$ cat src/rtl/pidbw_pkg.sv
`timescale 1ns / 1ps
// ----------------------------------------------------------------------------
// pidbw_pkg
// Widths, register indexes, reset values and saturation helper shared by
// the band-limited PID controller.
// ----------------------------------------------------------------------------
package pidbw_pkg;

  localparam int unsigned DataW   = 32;  // signed Q16.16 sample width
  localparam int unsigned GainW   = 31;  // unsigned gain and band width
  localparam int unsigned ErrW    = 33;  // difference of two samples
  localparam int unsigned AccW    = 36;  // headroom for sums of terms
  localparam int unsigned CfgIdxW = 3;
  localparam int unsigned FracW   = 16;

  typedef logic signed [DataW-1:0] q_t;
  typedef logic        [GainW-1:0] gain_t;
  typedef logic signed [ErrW-1:0]  err_t;
  typedef logic signed [AccW-1:0]  acc_t;

  typedef enum logic [CfgIdxW-1:0] {
    RegPropBand = 3'd0,
    RegPGain    = 3'd1,
    RegIGain    = 3'd2,
    RegDGain    = 3'd3,
    RegFfGain   = 3'd4,
    RegOutMin   = 3'd5,
    RegOutMax   = 3'd6
  } cfg_reg_e;

  localparam q_t QMax      = 32'sh7FFF_FFFF;
  localparam q_t QMin      = -32'sh8000_0000;
  localparam q_t OutMinRst = -32'sd65536;
  localparam q_t OutMaxRst = 32'sd65536;

  // Saturate a wide signed sum to the Q16.16 range.
  function automatic q_t sat_q(acc_t v);
    q_t r;
    if (v > acc_t'(QMax)) begin
      r = QMax;
    end else if (v < acc_t'(QMin)) begin
      r = QMin;
    end else begin
      r = v[DataW-1:0];
    end
    return r;
  endfunction

endpackage

$ cat src/rtl/pidbw_qmul.sv
`timescale 1ns / 1ps
// ----------------------------------------------------------------------------
// pidbw_qmul
// Q16.16 multiply: exact product, floor shift by the fraction width,
// saturation to 32 bits.
// ----------------------------------------------------------------------------
module pidbw_qmul (
  input  pidbw_pkg::err_t a_i,
  input  pidbw_pkg::q_t   b_i,
  output pidbw_pkg::q_t   p_o
);
  import pidbw_pkg::*;

  localparam int unsigned ProdW = ErrW + DataW;

  logic signed [ProdW-1:0] prod;
  logic signed [ProdW-1:0] shr;

  assign prod = a_i * b_i;
  // arithmetic shift of a signed value rounds toward minus infinity
  assign shr  = prod >>> FracW;

  always_comb begin
    if (shr > ProdW'(QMax)) begin
      p_o = QMax;
    end else if (shr < ProdW'(QMin)) begin
      p_o = QMin;
    end else begin
      p_o = shr[DataW-1:0];
    end
  end

endmodule

$ cat config.mk
export PLATFORM = sky130hd
export DESIGN_NAME = pidbw_qmul
export DESIGN_NICKNAME = d
export VERILOG_FILES = /design/src/rtl/pidbw_pkg.sv /design/src/rtl/pidbw_qmul.sv
export SDC_FILE = /design/constraint.sdc
export NUM_CORES = 2
export LEC_CHECK = 0
export ABC_AREA = 1
export BUFFER_PORTS_ARGS = -buffer_cell sky130_fd_sc_hd__buf_2
export CAP_MARGIN = 20
export CORE_MARGIN = 3
export CORE_UTILIZATION = 70
export DETAILED_ROUTE_END_ITERATION = 7
export PLACE_DENSITY = 0.86
export SLEW_MARGIN = 0
export SYNTH_ARGS = -nofsm -noshare
export SYNTH_HDL_FRONTEND = slang
export SYNTH_SLANG_ARGS = --single-unit
$ cat constraint.sdc
create_clock -name vclk -period 18.3
set_clock_uncertainty 0.1 [all_clocks]
set_input_delay 3.66 -clock vclk [all_inputs]
set_output_delay 3.66 -clock vclk [all_outputs]
set_load 0.01 [all_outputs]
==> key figures <==
Logic synthesis
  – Syn Nets: 6565
  – Post-Syn Area per Cell: 7.648 µm²
  – Ys Warns: 0
  – Most frequent cell after synthesis: inv_1
  – Ranking of synthesized cells by area: fa_1 (56%), inv_1 (16%), nand2_1 (15%)
  – Post-synth top area cell: fa_1
  – Cells after synthesis: 5207
  – Seq/Total Area, Yosys: 0
  – Post-synth top area share: 0.5585
  – Post-Syn Area: 39820 µm²
  – Post-synth top cells: inv_1 (1711), nand2_1 (1569), fa_1 (1111), clkbuf_1 (221), ha_1 (182)
  – Yosys cell types: 33

Place
  – Post-DP HPWL: 92030 µm
  – RePlAce Congestion: 1.055
  – Dpl cell area: 40440 µm²
  – I/O Buffers: 97

Timing
  – Period utilization: 0.9160
  – Unrepaired setup endpoints after global routing: no
  – Worst hold margin: 8.575 ns
  – Headroom to the max-slew limit: 0.3370
  – # setup viols final: 0
  – Final hold vios: 0
  – Worst-margin pin slew: 0.9920 ns
  – Max frequency: 59.66 MHz
  – Max Slew Vio Count: 0
  – Final TNS setup: 0 ns
  – Period minus WS final: 16.76 ns

Finish
  – FF+latch count: 0
  – Fin util: 0.7263
  – Syn-to-layout area delta: 1.650%
  – FF/Latch Area: 0 µm²
  – Clock buffer cells: 0
  – Fin area: 40480 µm²
  – Final #Nets: 6447
  – Fraction of layout cells with a size suffix above 1: 0.02575

Routing
  – WL per Instance: 18.72 µm
  – Residual DRC: 0
  – Starting DRT DRC Count: 2886
  – Routed Wire Length: 109300 µm
  – Routed via count: 32140
  – DRT antenna net count: 0
  – Pre-Repair DR Iteration Count: 6
  – Vias per std cell: 5.504

Critical path
  – Most common cell on crit path: fa_1
  – Top delay family on crit path: adder cells
  – Largest stage delay on the critical path: 0.95 ns
  – Arrival @ worst endpoint: 13.00 ns
  – Crit path buf inv count: 8
  – Max Fanout on Critical Path: 33
  – Critical setup path kind: primary input to primary output
  – Critical path origin: b_i[3]
  – Critical Path Sink Type: primary output
  – Slowest stage cell, crit path: fa_1
  – Setup crit start kind: primary input
  – Critical Path Stages: 30
  – Crit path to: p_o[7]
  – Data required, critical path: 14.54 ns

Clock network
  – Resized Gates After CTS: 0
  – Hold-fix buffers, CTS: 0
  – Postcts setup bufs: 0

Die
  – Die Area: 59790 µm²
  – Die X: 244.5 µm
  – Io pins: 97
  – CORE AREA: 55740 µm²
  – # rows: 86
  – Die extent in y: 244.5 µm
  – Initial core utilization: 0.7145

GRT
  – Vias in the first global route: 35120
  – GRT Total Usage: 0.3847
  – Total grt overflow: 0
  – Initial antenna violation count: 5
  – Largest net degree at the start of global routing: 35
  – First-pass GRT wire length: 179300 µm

Hold path
  – Hold Path Class: primary input to primary output

Flow run
  – Max-cap viol count: 0

Run status
  – Status: complete, no violations
## per-layer routing
layer | routed length (µm) | GRT usage | share of wire | vias up
li1 | - | - | - | 13860
met1 | 38650 | 0.4940 | 0.35 | 15990
met2 | 52500 | 0.6303 | 0.48 | 1848
met3 | 12130 | 0.09178 | 0.11 | 443
met4 | 6006 | 0.1688 | 0.055 | 2
met5 | 13 | 0 | 0.00012 | -
## stage by stage
step	setup WS [ns]	std cells
floorplan	3.579	5207
global placement	1.889	5834
detailed placement	1.551	5834
CTS	1.538	5834
global route	0.8730	5839
finish	1.537	5840
## cell families (layout without fill, tap and decap cells)
family,count (synthesis),after routing,synth area share
XOR/XNOR,40,40,0.008797
other,0,5,0
buffers and inverters,1944,1824,0.1841
AND/OR/NAND/NOR,1824,1824,0.1770
AO/OA/AOI/OAI,106,106,0.01436
adder cells (fa/ha/maj),1293,1293,0.6157
## final cells by class
type,count,area [µm²]
fillers,4261,15260
inverters,1713,6430
well taps,748,935.9
repair buffers,111,610.6
diodes,5,12.51
multi-input cells,3263,32490
## worst min-delay path: cells and delay by family
kind	cells	cell delay [ns]
AND/OR/NAND/NOR	6	0.63
buffers and inverters	3	0.48
XOR/XNOR	1	0.23
## cell usage in the layout, fill, tap and decap left out
master	instances
inv_1	1711
nand2_1	1569
fa_1	1111
ha_1	182
nor2_1	155
buf_2	97
a21oi_1	68
nand3_1	47
xor2_1	28
o21ai_0	21
buf_4	13
xnor2_1	12
o21bai_1	11
nor3_1	10
or2_2	9
nand4_1	9
nand3b_1	6
diode_2	5
nand2_2	4
and3_1	4
o21a_1	3
inv_2	2
nor4_1	2
and2_1	2
o31ai_1	2
nand2_4	2
nand3_2	2
and2_0	1
nand2b_1	1
nor2_2	1
a31oi_1	1
buf_16	1
## how the worst min path moves through the flow
| stage | to | from | depth (start not counted) | slack (ns) |
|---|---|---|---|---|
| global route | p_o[5] | b_i[0] | 10 | 8.65 |
| CTS | p_o[5] | b_i[0] | 10 | 8.54 |
| global placement | p_o[5] | b_i[0] | 10 | 8.53 |
| finish | p_o[5] | b_i[0] | 10 | 8.57 |
| floorplan | p_o[5] | a_i[0] | 7 | 7.76 |
| detailed placement | p_o[5] | b_i[0] | 10 | 8.53 |
Power is not shown: default switching activity piles up to over one toggle a cycle in this logic, so the estimate is an artifact.
